==> src/rtl/tqvg_pkg.sv <==
package tqvg_pkg;

    // default chunk side in tiles
    localparam int CHUNK_SIDE_DEF = 16;

    // field widths of the input item
    localparam int CHUNK_W = 6;
    localparam int SLOT_W  = 8;
    localparam int TEX_W   = 8;
    localparam int DEPTH_W = 4;

    // packed vertex layout
    localparam int POS_W     = 10;
    localparam int VTX_W     = 32;
    localparam int X_SHIFT   = 22;
    localparam int Y_SHIFT   = 12;
    localparam int Z_SHIFT   = 8;
    localparam int NUM_CORNER = 4;

    // reciprocal scale for the slot split
    localparam int DIV_SHIFT = 16;
    localparam int RECIP_W   = DIV_SHIFT + 1;

    // atlas offset added to the texture index at each corner
    localparam logic [TEX_W-1:0] ATLAS_ADD [NUM_CORNER] = '{8'd0, 8'd16, 8'd17, 8'd1};

    // one map tile as it enters the block
    typedef struct packed {
        logic [CHUNK_W-1:0] chunk_x;
        logic [CHUNK_W-1:0] chunk_y;
        logic [SLOT_W-1:0]  tile_slot;
        logic [TEX_W-1:0]   texture_index;
        logic [DEPTH_W-1:0] depth;
        logic               flip_horizontal;
        logic               flip_vertical;
        logic               rotate_left;
        logic               rotate_right;
    } t_tile;

    // tile origin in map coordinates
    typedef struct packed {
        logic [POS_W-1:0] x;
        logic [POS_W-1:0] y;
    } t_coord;

    // four packed vertices and the empty flag
    typedef struct packed {
        logic [NUM_CORNER-1:0][VTX_W-1:0] corner;
        logic                             is_empty;
    } t_quad;

endpackage

==> src/rtl/tqvg_if.sv <==
// tile channel into the block
interface tqvg_tile_if;
    logic                          valid;
    logic                          ready;
    logic [tqvg_pkg::CHUNK_W-1:0]  chunk_x;
    logic [tqvg_pkg::CHUNK_W-1:0]  chunk_y;
    logic [tqvg_pkg::SLOT_W-1:0]   tile_slot;
    logic [tqvg_pkg::TEX_W-1:0]    texture_index;
    logic [tqvg_pkg::DEPTH_W-1:0]  depth;
    logic                          flip_horizontal;
    logic                          flip_vertical;
    logic                          rotate_left;
    logic                          rotate_right;

    modport source (
        output valid, chunk_x, chunk_y, tile_slot, texture_index, depth,
               flip_horizontal, flip_vertical, rotate_left, rotate_right,
        input  ready
    );
    modport sink (
        input  valid, chunk_x, chunk_y, tile_slot, texture_index, depth,
               flip_horizontal, flip_vertical, rotate_left, rotate_right,
        output ready
    );
endinterface

// quad channel out of the block
interface tqvg_quad_if;
    logic                        valid;
    logic                        ready;
    logic [tqvg_pkg::VTX_W-1:0]  corner_0;
    logic [tqvg_pkg::VTX_W-1:0]  corner_1;
    logic [tqvg_pkg::VTX_W-1:0]  corner_2;
    logic [tqvg_pkg::VTX_W-1:0]  corner_3;
    logic                        is_empty;

    modport source (
        output valid, corner_0, corner_1, corner_2, corner_3, is_empty,
        input  ready
    );
    modport sink (
        input  valid, corner_0, corner_1, corner_2, corner_3, is_empty,
        output ready
    );
endinterface

==> src/rtl/tqvg_coord.sv <==
module tqvg_coord #(
    parameter int CHUNK_SIDE = tqvg_pkg::CHUNK_SIDE_DEF
) (
    input  tqvg_pkg::t_tile  i_tile,
    output tqvg_pkg::t_coord o_coord
);

    localparam int SLOT_W    = tqvg_pkg::SLOT_W;
    localparam int RECIP_W   = tqvg_pkg::RECIP_W;
    localparam int DIV_SHIFT = tqvg_pkg::DIV_SHIFT;
    localparam int POS_W     = tqvg_pkg::POS_W;
    localparam int PROD_W    = SLOT_W + RECIP_W;
    localparam int WIDE_W    = 16;

    // rounded-up reciprocal of the side, exact for any 8-bit slot
    localparam int RECIP_VAL = ((2 ** DIV_SHIFT) + CHUNK_SIDE - 1) / CHUNK_SIDE;
    localparam logic [RECIP_W-1:0] RECIP = RECIP_W'(RECIP_VAL);
    localparam logic [WIDE_W-1:0]  SIDE  = WIDE_W'(CHUNK_SIDE);

    logic [PROD_W-1:0] w_prod;
    logic [SLOT_W-1:0] w_row;
    logic [WIDE_W-1:0] w_row_base;
    logic [WIDE_W-1:0] w_col;
    logic [WIDE_W-1:0] w_x;
    logic [WIDE_W-1:0] w_y;

    // row = slot / side by reciprocal, column = slot - row * side
    assign w_prod     = PROD_W'(i_tile.tile_slot) * PROD_W'(RECIP);
    assign w_row      = w_prod[DIV_SHIFT +: SLOT_W];
    assign w_row_base = WIDE_W'(w_row) * SIDE;
    assign w_col      = WIDE_W'(i_tile.tile_slot) - w_row_base;

    // map origin, wrapped to the position field
    assign w_x = WIDE_W'(i_tile.chunk_x) * SIDE + w_col;
    assign w_y = WIDE_W'(i_tile.chunk_y) * SIDE + WIDE_W'(w_row);

    assign o_coord.x = w_x[POS_W-1:0];
    assign o_coord.y = w_y[POS_W-1:0];

endmodule

==> src/rtl/tqvg_corner.sv <==
module tqvg_corner (
    input  tqvg_pkg::t_tile  i_tile,
    input  tqvg_pkg::t_coord i_coord,
    output tqvg_pkg::t_quad  o_quad
);

    localparam int POS_W = tqvg_pkg::POS_W;
    localparam int NC    = tqvg_pkg::NUM_CORNER;

    logic [NC-1:0][POS_W-1:0] w_px;
    logic [NC-1:0][POS_W-1:0] w_py;
    logic [POS_W-1:0]         w_x1;
    logic [POS_W-1:0]         w_y1;

    assign w_x1 = i_coord.x + POS_W'(1);
    assign w_y1 = i_coord.y + POS_W'(1);

    // base corners, then flips and rotations in order
    always_comb begin
        w_px = {w_x1, w_x1, i_coord.x, i_coord.x};
        w_py = {w_y1, i_coord.y, i_coord.y, w_y1};
        if (i_tile.flip_horizontal) begin
            w_px = {w_px[0], w_px[1], w_px[2], w_px[3]};
        end
        if (i_tile.flip_vertical) begin
            w_py = {w_py[2], w_py[3], w_py[0], w_py[1]};
        end
        // counter-clockwise: corner k takes corner k-1
        if (i_tile.rotate_left) begin
            w_px = {w_px[2], w_px[1], w_px[0], w_px[3]};
            w_py = {w_py[2], w_py[1], w_py[0], w_py[3]};
        end
        // clockwise: corner k takes corner k+1
        if (i_tile.rotate_right) begin
            w_px = {w_px[0], w_px[3], w_px[2], w_px[1]};
            w_py = {w_py[0], w_py[3], w_py[2], w_py[1]};
        end
    end

    // pack vertices, zeros for an empty tile
    always_comb begin
        o_quad.is_empty = (i_tile.texture_index == '0);
        for (int k = 0; k < NC; k++) begin
            if (o_quad.is_empty) begin
                o_quad.corner[k] = '0;
            end else begin
                o_quad.corner[k] = {w_px[k], w_py[k], i_tile.depth,
                                    i_tile.texture_index + tqvg_pkg::ATLAS_ADD[k]};
            end
        end
    end

endmodule

==> src/rtl/tile_quad_vertex_generator_top.sv <==
// tile quad vertex generator
// the quad comes out of the result register, loaded from the input register
// throughput: one tile per cycle, set by the input and result registers
// a held-off output stalls both registers; input ready drops once both are full
// reset: synchronous active low, clears both valid flags; payload not reset
module tile_quad_vertex_generator_top #(
    parameter int CHUNK_SIDE = tqvg_pkg::CHUNK_SIDE_DEF
) (
    input  logic         i_clk,
    input  logic         i_rst_n,
    tqvg_tile_if.sink    i_tile,
    tqvg_quad_if.source  o_quad
);

    logic             r_in_valid;
    logic             n_in_valid;
    tqvg_pkg::t_tile  r_tile;
    logic             r_out_valid;
    logic             n_out_valid;
    tqvg_pkg::t_quad  r_quad;
    tqvg_pkg::t_tile  w_tile_in;
    tqvg_pkg::t_coord w_coord;
    tqvg_pkg::t_quad  w_quad;
    logic             w_out_adv;
    logic             w_in_take;

    // handshake control
    assign w_out_adv    = !r_out_valid || o_quad.ready;
    assign i_tile.ready = !r_in_valid || w_out_adv;
    assign w_in_take    = i_tile.valid && i_tile.ready;
    assign n_in_valid   = i_tile.ready ? i_tile.valid : r_in_valid;
    assign n_out_valid  = w_out_adv ? r_in_valid : r_out_valid;

    // gather input item
    assign w_tile_in.chunk_x         = i_tile.chunk_x;
    assign w_tile_in.chunk_y         = i_tile.chunk_y;
    assign w_tile_in.tile_slot       = i_tile.tile_slot;
    assign w_tile_in.texture_index   = i_tile.texture_index;
    assign w_tile_in.depth           = i_tile.depth;
    assign w_tile_in.flip_horizontal = i_tile.flip_horizontal;
    assign w_tile_in.flip_vertical   = i_tile.flip_vertical;
    assign w_tile_in.rotate_left     = i_tile.rotate_left;
    assign w_tile_in.rotate_right    = i_tile.rotate_right;

    // valid flags
    always_ff @(posedge i_clk) begin
        if (!i_rst_n) begin
            r_in_valid  <= 1'b0;
            r_out_valid <= 1'b0;
        end else begin
            r_in_valid  <= n_in_valid;
            r_out_valid <= n_out_valid;
        end
    end

    // input register
    always_ff @(posedge i_clk) begin
        if (w_in_take) begin
            r_tile <= w_tile_in;
        end
    end

    tqvg_coord #(
        .CHUNK_SIDE (CHUNK_SIDE)
    ) u_coord (
        .i_tile  (r_tile),
        .o_coord (w_coord)
    );

    tqvg_corner u_corner (
        .i_tile  (r_tile),
        .i_coord (w_coord),
        .o_quad  (w_quad)
    );

    // result register
    always_ff @(posedge i_clk) begin
        if (r_in_valid && w_out_adv) begin
            r_quad <= w_quad;
        end
    end

    assign o_quad.valid    = r_out_valid;
    assign o_quad.corner_0 = r_quad.corner[0];
    assign o_quad.corner_1 = r_quad.corner[1];
    assign o_quad.corner_2 = r_quad.corner[2];
    assign o_quad.corner_3 = r_quad.corner[3];
    assign o_quad.is_empty = r_quad.is_empty;

    // empty tile gives all-zero vertices
    a_empty_zero: assert property (@(posedge i_clk) disable iff (!i_rst_n)
        r_out_valid && r_quad.is_empty |-> r_quad.corner == '0)
        else $error("empty tile with nonzero vertex");

    // atlas offsets stay tied to their corners
    a_atlas_step: assert property (@(posedge i_clk) disable iff (!i_rst_n)
        r_out_valid && !r_quad.is_empty |->
            r_quad.corner[1][7:0] == r_quad.corner[0][7:0] + 8'd16 &&
            r_quad.corner[2][7:0] == r_quad.corner[0][7:0] + 8'd17 &&
            r_quad.corner[3][7:0] == r_quad.corner[0][7:0] + 8'd1)
        else $error("atlas offsets out of place");

    // an item held in the input register is never dropped
    a_in_hold: assert property (@(posedge i_clk) disable iff (!i_rst_n)
        r_in_valid && !w_out_adv |=> r_in_valid && $stable(r_tile))
        else $error("stalled tile lost");

    // a result is only loaded from a valid input stage
    a_out_src: assert property (@(posedge i_clk) disable iff (!i_rst_n)
        !r_in_valid && w_out_adv |=> !r_out_valid)
        else $error("result without a source tile");

endmodule

==> src/flat_wrapper.sv <==
// flat-port wrapper written by rule: the top's interface ports become plain ports
module tile_quad_vertex_generator_top_flat 
#(
    parameter int CHUNK_SIDE = tqvg_pkg::CHUNK_SIDE_DEF
)
  (i_clk, i_rst_n, i_tile_valid, i_tile_chunk_x, i_tile_chunk_y, i_tile_tile_slot, i_tile_texture_index, i_tile_depth, i_tile_flip_horizontal, i_tile_flip_vertical, i_tile_rotate_left, i_tile_rotate_right, i_tile_ready, o_quad_valid, o_quad_corner_0, o_quad_corner_1, o_quad_corner_2, o_quad_corner_3, o_quad_is_empty, o_quad_ready);
  tqvg_tile_if i_tile_i ();
  tqvg_quad_if o_quad_i ();
  input  logic i_clk;
  input  logic i_rst_n;
  input wire logic [$bits(i_tile_i.valid)-1:0] i_tile_valid;
  input wire logic [$bits(i_tile_i.chunk_x)-1:0] i_tile_chunk_x;
  input wire logic [$bits(i_tile_i.chunk_y)-1:0] i_tile_chunk_y;
  input wire logic [$bits(i_tile_i.tile_slot)-1:0] i_tile_tile_slot;
  input wire logic [$bits(i_tile_i.texture_index)-1:0] i_tile_texture_index;
  input wire logic [$bits(i_tile_i.depth)-1:0] i_tile_depth;
  input wire logic [$bits(i_tile_i.flip_horizontal)-1:0] i_tile_flip_horizontal;
  input wire logic [$bits(i_tile_i.flip_vertical)-1:0] i_tile_flip_vertical;
  input wire logic [$bits(i_tile_i.rotate_left)-1:0] i_tile_rotate_left;
  input wire logic [$bits(i_tile_i.rotate_right)-1:0] i_tile_rotate_right;
  output wire logic [$bits(i_tile_i.ready)-1:0] i_tile_ready;
  output wire logic [$bits(o_quad_i.valid)-1:0] o_quad_valid;
  output wire logic [$bits(o_quad_i.corner_0)-1:0] o_quad_corner_0;
  output wire logic [$bits(o_quad_i.corner_1)-1:0] o_quad_corner_1;
  output wire logic [$bits(o_quad_i.corner_2)-1:0] o_quad_corner_2;
  output wire logic [$bits(o_quad_i.corner_3)-1:0] o_quad_corner_3;
  output wire logic [$bits(o_quad_i.is_empty)-1:0] o_quad_is_empty;
  input wire logic [$bits(o_quad_i.ready)-1:0] o_quad_ready;
  assign i_tile_i.valid = i_tile_valid;
  assign i_tile_i.chunk_x = i_tile_chunk_x;
  assign i_tile_i.chunk_y = i_tile_chunk_y;
  assign i_tile_i.tile_slot = i_tile_tile_slot;
  assign i_tile_i.texture_index = i_tile_texture_index;
  assign i_tile_i.depth = i_tile_depth;
  assign i_tile_i.flip_horizontal = i_tile_flip_horizontal;
  assign i_tile_i.flip_vertical = i_tile_flip_vertical;
  assign i_tile_i.rotate_left = i_tile_rotate_left;
  assign i_tile_i.rotate_right = i_tile_rotate_right;
  assign i_tile_ready = i_tile_i.ready;
  assign o_quad_valid = o_quad_i.valid;
  assign o_quad_corner_0 = o_quad_i.corner_0;
  assign o_quad_corner_1 = o_quad_i.corner_1;
  assign o_quad_corner_2 = o_quad_i.corner_2;
  assign o_quad_corner_3 = o_quad_i.corner_3;
  assign o_quad_is_empty = o_quad_i.is_empty;
  assign o_quad_i.ready = o_quad_ready;
  tile_quad_vertex_generator_top #(.CHUNK_SIDE(CHUNK_SIDE)) u_core (.i_clk(i_clk), .i_rst_n(i_rst_n), .i_tile(i_tile_i), .o_quad(o_quad_i));
endmodule
==> config.mk <==
export PLATFORM = sky130hd
export DESIGN_NAME = tile_quad_vertex_generator_top_flat
export DESIGN_NICKNAME = d
export VERILOG_FILES = /design/src/rtl/tqvg_pkg.sv /design/src/rtl/tqvg_if.sv /design/src/rtl/tqvg_coord.sv /design/src/rtl/tqvg_corner.sv /design/src/rtl/tile_quad_vertex_generator_top.sv /design/src/flat_wrapper.sv
export SDC_FILE = /design/constraint.sdc
export NUM_CORES = 1
export LEC_CHECK = 0
export BUFFER_PORTS_ARGS = -buffer_cell sky130_fd_sc_hd__buf_2
export CORE_ASPECT_RATIO = 0.7
export CORE_UTILIZATION = 48
export CTS_BUF_LIST = sky130_fd_sc_hd__clkbuf_8
export CTS_CLUSTER_SIZE = 28
export DETAILED_ROUTE_END_ITERATION = 6
export GPL_ROUTABILITY_DRIVEN = 1
export GPL_TIMING_DRIVEN = 1
export PLACE_DENSITY = 0.84
export SLEW_MARGIN = 40
export SYNTH_ARGS = -nofsm -noshare
export SYNTH_HDL_FRONTEND = slang
export SYNTH_SLANG_ARGS = --single-unit
export TNS_END_PERCENT = 1
==> constraint.sdc <==
create_clock -name i_clk -period 12 [get_ports i_clk]
set_clock_uncertainty 0.05 [all_clocks]
set_input_delay 3.6 -clock i_clk [delete_from_list [all_inputs] [get_ports i_clk]]
set_output_delay 3.6 -clock i_clk [all_outputs]
set_load 0.1 [all_outputs]
==> results of run 1 <==
worst paths after layout:
| check | startpoint | endpoint | slack, ns | cells past startpoint |
|---|---|---|---|---|
| setup / recovery | o_quad_ready | i_tile_ready | 3.83 | 4 |
| hold / removal | u_core.r_tile[5] | u_core.o_quad.corner_3[9] | 0.48 | 1 |
| setup reg to reg | u_core.r_tile[14] | u_core.o_quad.corner_2[7] | 9.25 | 5 |
| hold reg to reg | u_core.r_tile[5] | u_core.o_quad.corner_3[9] | 0.48 | 1 |
where the power goes:
group	switching, uW	internal [uW]	leakage (uW)
Combinational	216	42.1	0.00132
Sequential	17.9	599	0.00139
Clock	188	225	0.000206
flip-flops by register name, indices dropped and copies added, names as in the netlist:
| signal | flops |
|---|---|
| u_core.r_tile | 36 |
| u_core.o_quad.corner_3 | 32 |
| u_core.o_quad.corner_1 | 28 |
| u_core.o_quad.corner_0 | 24 |
| u_core.o_quad.corner_2 | 24 |
| u_core.o_quad.is_empty | 1 |
| u_core.o_quad.valid | 1 |
| u_core.r_in_valid | 1 |
kinds of logic after synthesis:
logic type	synth area share, %
simple gates	13.1
flops	65.8
compound gates	8.19
buf+inv	5.38
xor+xnor	3.82
mux	2.40
fa+ha+maj	1.31
worst max-delay path: stages:
cell and delay, ns:
buf_2 0.10, nor2b_1 0.35, nand2_1 0.15, buf_2 0.32
final cells by class:
cell class,count,area (sq um),area share [%]
clock inverters,13,186,2.36
inverters,7,28.8,0.364
well taps,185,231,2.93
repair buffers,172,877,11.1
multi-input cells,312,1950,24.7
flip-flops and latches,147,4390,55.6
clock buffers,17,234,2.96
synth_stat cells:
master,number
o21ai_0,49
and2_1,12
and2b_2,1
nand2_1,25
inv_1,7
nand3_1,7
ha_1,7
xnor2_2,4
nand2b_1,6
dfxtp_1,2
nor2b_2,1
or3_1,48
xor2_1,2
nand4_4,1
buf_2,19
buf_6,1
edfxtp_1,145
nor2b_1,3
nand2_2,1
xor2_2,2
nand3_2,3
nor4_1,2
nor2_1,33
a21oi_1,57
clkbuf_2,4
and3_1,2
and2_2,1
xnor2_1,16
clkbuf_1,9
o21a_1,1
and4_1,2
a41oi_1,1
mux2i_1,16
and4_4,1
and3_2,1
nand4_1,6
or2_0,1
buf_4,23
per-stage QoR:
step	utilization, %	total power, uW	area [sq um]	hold WS (ns)
after global placement	55.7	877	7440	0.447
after global routing	59.2	1330	7900	0.505
after detailed placement	56.0	886	7470	0.467
after CTS	59.1	1300	7890	0.484
after floorplan	-	848	6680	0.427
final	59.2	1290	7900	0.484
per-layer routing:
layer | wire [microns] | vias up
li1 | - | 2155
met1 | 5830 | 2176
met2 | 6980 | 237
met3 | 1190 | 15
met4 | 126 | 2
met5 | 13 | -
==> results.yml, run 1 <==
clock_network:
  htree_num_levels: 4
  cts-buffers-inserted: 17
  tritoncts: "built"
  cts_buffer_depth: 2
  post_cts_resized: 0
  cts-root-buf: "clkbuf_8"
  clk_latency_ns: 0.43
  cts_setup_buffers: 0
  numClockSinks: 147
  cts_hold_buf: 0
  clk_pin_slew_ns: 0.08
grt:
  grt_use_met1_pct: 24.9
  grt_overflow_total: 0
  busiest_layer: "met2"
  met3_usage_pct: 6.56
  grt_pass1_wl_mm: 21.6
  grt_pass1_vias: 4404
  use_met2_pct: 33.0
  grtUsageTotal_pct: 20.1
  antenna_found_initial: 1
  grt_max_degree: 75
sta:
  maxSlewHeadroom_pct: 50.7
  fin_ws_ns: 3.83
  drv_slew: 0
  setup_viol: 0
  period_minus_slack_ns: 8.17
  post-route-period-util_pct: 68.1
  hold_viol_final: 0
  tightestPinTransition_ns: 0.735
  tns_ns: 0
  max_freq_mhz: 122
  rsz0062_at_grt: "false"
run:
  maxCapViolCount: 0
synthesis:
  synthTopCellsByArea: "edfxtp_1 65%, or3_1 4.5%, a21oi_1 4.3%"
  yosysWarnings: 0
  yosys.area.top_type: "edfxtp_1"
  syn_inst: 522
  synth_seq_cells: 147
  syn_avg_cell_area_sq_um: 12.8
  ys_seq_area_share_pct: 65.8
  synthesis.nets: 569
  synthesis.area_sq_um: 6680
  synth_top_area_share_pct: 65.2
  synth_cell_types: 38
placement:
  portBuffers: 170
  place_inst: 823
  place_ws_ns: 3.86
  dp_hpwl_mm: 9.46
  routabilityCongestion: 0.827
drt:
  first_pass_iters: 5
  drt-total-wl_mm: 14.1
  via_per_inst: 5.38
  drtIter0Drc: 264
  vias: 4585
  routedWlPerCell_microns: 16.6
  antenna_left: 0
  drcViolationCount: 0
setup_path:
  cp.arrival_ns: 4.52
  worstSetupEndpointType: "primary output"
  worstPathRequired_ns: 8.35
  critPathKind: "in -> out"
  start_kind: "input pin"
  crit_fanout: 4
finish:
  synthToLayoutAreaGrowth_pct: 18.4
  fillers: 1085
  layout.cells.non_filler: 853
  final_cell_mix: "170 x buf_2, 145 x edfxtp_1, 57 x a21oi_1"
  drive_gt1_share_pct: 33.4
  final_common_cell: "buf_2"
  n_antenna_cell: 0
  fin_nets: 704
hold_path:
  hp-class: "reg -> reg"
pwr:
  max-vdd-ir-drop_uv: 111
  p_leak_uw: 0.00292
  p_per_area_nw_per_um2: 163
floorplanning:
  core_sq_um: 13400
  ios: 171
  die_height_microns: 101
  die_w_microns: 143
  die-area_sq_um: 14400
  fp-row-count: 35
  initial_core_util_pct: 50.0
outcome:
  outcome: "complete, no violations"
Note: power is estimated with default switching activity, not from simulation.
==> inputs of run 2 (changes only) <==
Settings changed: ABC_AREA set to 1, PLACE_DENSITY 0.84 to 0.85.
Clock period 12 ns to 7 ns, I/O delays scaled along.
==> results.yml, run 2 <==
sta:
  max_freq_mhz: 202
  tns_ns: 0
  post-route-period-util_pct: 70.9
  setup_viol: 0
  maxSlewHeadroom_pct: 50.8
  tightestPinTransition_ns: 0.739
  period_minus_slack_ns: 4.96
  drv_slew: 0
  rsz0062_at_grt: "false"
  hold_viol_final: 0
synthesis:
  synth_seq_cells: 147
  synth.most_common_cell: "nand2_1"
  synthesis.area_sq_um: 7960
  synthesis.nets: 969
  syn_avg_cell_area_sq_um: 8.63
  synth-edff-count: 145
  synth_common_cells: "257 x nand2_1, 165 x nand3_1, 145 x edfxtp_1, 135 x inv_1, 45 x a21oi_1"
  synthTopCellsByArea: "edfxtp_1 55%, nand2_1 12%, nand3_1 10%"
  yosysWarnings: 0
  ys_seq_area_share_pct: 55.2
  ys.flop_type: "edfxtp_1"
  syn_inst: 922
  yosys.area.top_type: "edfxtp_1"
  synth_top_area_share_pct: 54.7
  synth_cell_types: 27
  synthArstFlopShare_pct: 0
drt:
  via_per_inst: 5.05
  routedWlPerCell_microns: 13.5
  vias: 6483
  antenna_left: 0
  first_pass_iters: 6
  drt-total-wl_mm: 17.4
  drtIter0Drc: 523
  drcViolationCount: 0
placement:
  routabilityCongestion: 0.837
  dp_hpwl_mm: 11.7
  portBuffers: 170
  dpl-instance-area_sq_um: 8760
floorplanning:
  fp-row-count: 38
  core_sq_um: 15800
  initial_core_util_pct: 50.3
  die_height_microns: 110
  die-area_sq_um: 17100
  die_w_microns: 156
  ios: 171
clock_network:
  tritoncts: "built"
  numClockSinks: 147
  cts_setup_buffers: 0
  cts_hold_buf: 0
  clk_pin_slew_ns: 0.08
  htree_num_levels: 4
  cts-buffers-inserted: 17
  post_cts_resized: 0
  cts-root-buf: "clkbuf_8"
  clk_latency_ns: 0.45
  cts_buffer_depth: 2
grt:
  grt_pass1_vias: 6063
  grt_pass1_wl_mm: 28.2
  grt_overflow_total: 0
  grt_use_met1_pct: 28.4
  grtUsageTotal_pct: 21.5
  antenna_found_initial: 0
  grt_max_degree: 77
  busiest_layer: "met2"
  use_met2_pct: 34.7
  met3_usage_pct: 5.32
pwr:
  max-vdd-ir-drop_uv: 128
  p_leak_uw: 0.00445
  p_per_area_nw_per_um2: 253
finish:
  finalInstanceArea_sq_um: 9150
  synthToLayoutAreaGrowth_pct: 14.9
  seqCellArea_sq_um: 4390
  final_common_cell: "nand2_1"
  fillers: 1388
  final_cell_mix: "257 x nand2_1, 170 x buf_2, 165 x nand3_1"
  utilization_pct: 57.8
  regMostFlops: "u_core.r_tile"
  drive_gt1_share_pct: 20.8
  largest_reg_flops: 36
  multiInputGateArea_sq_um: 2650
  fin_nets: 1099
  n_antenna_cell: 0
setup_path:
  start_kind: "input pin"
  ff2ff_path_depth: 9
  cp_slowest_cell: "buf_2"
  critPathKind: "in -> out"
  worstSetupEndpointType: "primary output"
  cpPeakStageDelay_ns: 0.44
  crit_fanout: 3
  cp.arrival_ns: 2.81
  worstPathRequired_ns: 4.85
  worstPathCellList: "buf_2 -> inv_1 -> nand3_1 -> buf_2"
  cp_common_cell: "buf_2"
outcome:
  outcome: "complete, no violations"
run:
  maxCapViolCount: 0
hold_path:
  hp-class: "reg -> reg"
  hold_path_depth: 0
[run 2: cell types whose count changed after synthesis, sizes merged, moves of 11 or more]
cell   change
a21oi     -12
and2      -13
inv      +132
mux2i     -16
nand2    +232
nand3    +157
o21ai     -13
or3       -48
xnor2     -20
xor2      +11
[run 2: power by group]
| part | leakage [uW] | total (uW) | internal, uW | switching (uW) |
|---|---|---|---|---|
| Combinational | 0.00287 | 597 | 107 | 489 |
| Sequential | 0.00138 | 1060 | 1040 | 26.4 |
| Clock | 0.000193 | 651 | 313 | 337 |
| Total | 0.00445 | 2310 | 1460 | 853 |
[run 2: cells by family after synthesis]
logic type / share of synthesized area, %
xor gates and xnor gates: 1.74
AOI/OAI and AO/OA: 5.47
adders and majority gates: 1.10
buffers and inverters: 11.6
DFF: 55.2
and+or+nand+nor: 24.8
[run 2: through the flow]
stage	instances	hold WS, ns	total power, uW	worst slack, ns
5_1_grt	1284	0.461	2410	1.99
3_5_place_dp	1252	0.418	1680	2.04
3_3_place_gp	1252	0.424	1670	2.06
2_1_floorplan	922	0.415	1590	1.18
4_1_cts	1283	0.437	2330	2.03
6_report	1284	0.434	2310	2.04
[run 2: routing by layer]
metal | wire length (microns) | share of wire (%)
met5 | 0 | 0
met4 | 193 | 1.1
met3 | 1270 | 7.3
met2 | 7960 | 46
met1 | 7980 | 46
[run 2: path summary, 6_finish.rpt]
check	endpoint	slack, ns	from
setup / recovery	i_tile_ready	2.04	o_quad_ready
hold / removal	u_core.o_quad.corner_1[3]	0.43	u_core.r_tile[11]
setup reg to reg	u_core.o_quad.corner_1[21]	4.45	u_core.r_tile[12]
hold reg to reg	u_core.o_quad.corner_1[3]	0.43	u_core.r_tile[11]
[run 2: worst max-delay path, delay by kind of cell]
family	cells	cell delay, ns
buffers and inverters	3	0.59
and+or+nand+nor	1	0.12
[run 2: layout make-up]
type / instances / area share [%]
clock buffer: 17 / 2.56
clock inverter: 14 / 1.53
inverter: 143 / 5.95
multi-input combinational: 566 / 29.0
sequential: 147 / 48.0
tap: 220 / 3.01
timing repair buffer: 177 / 9.96
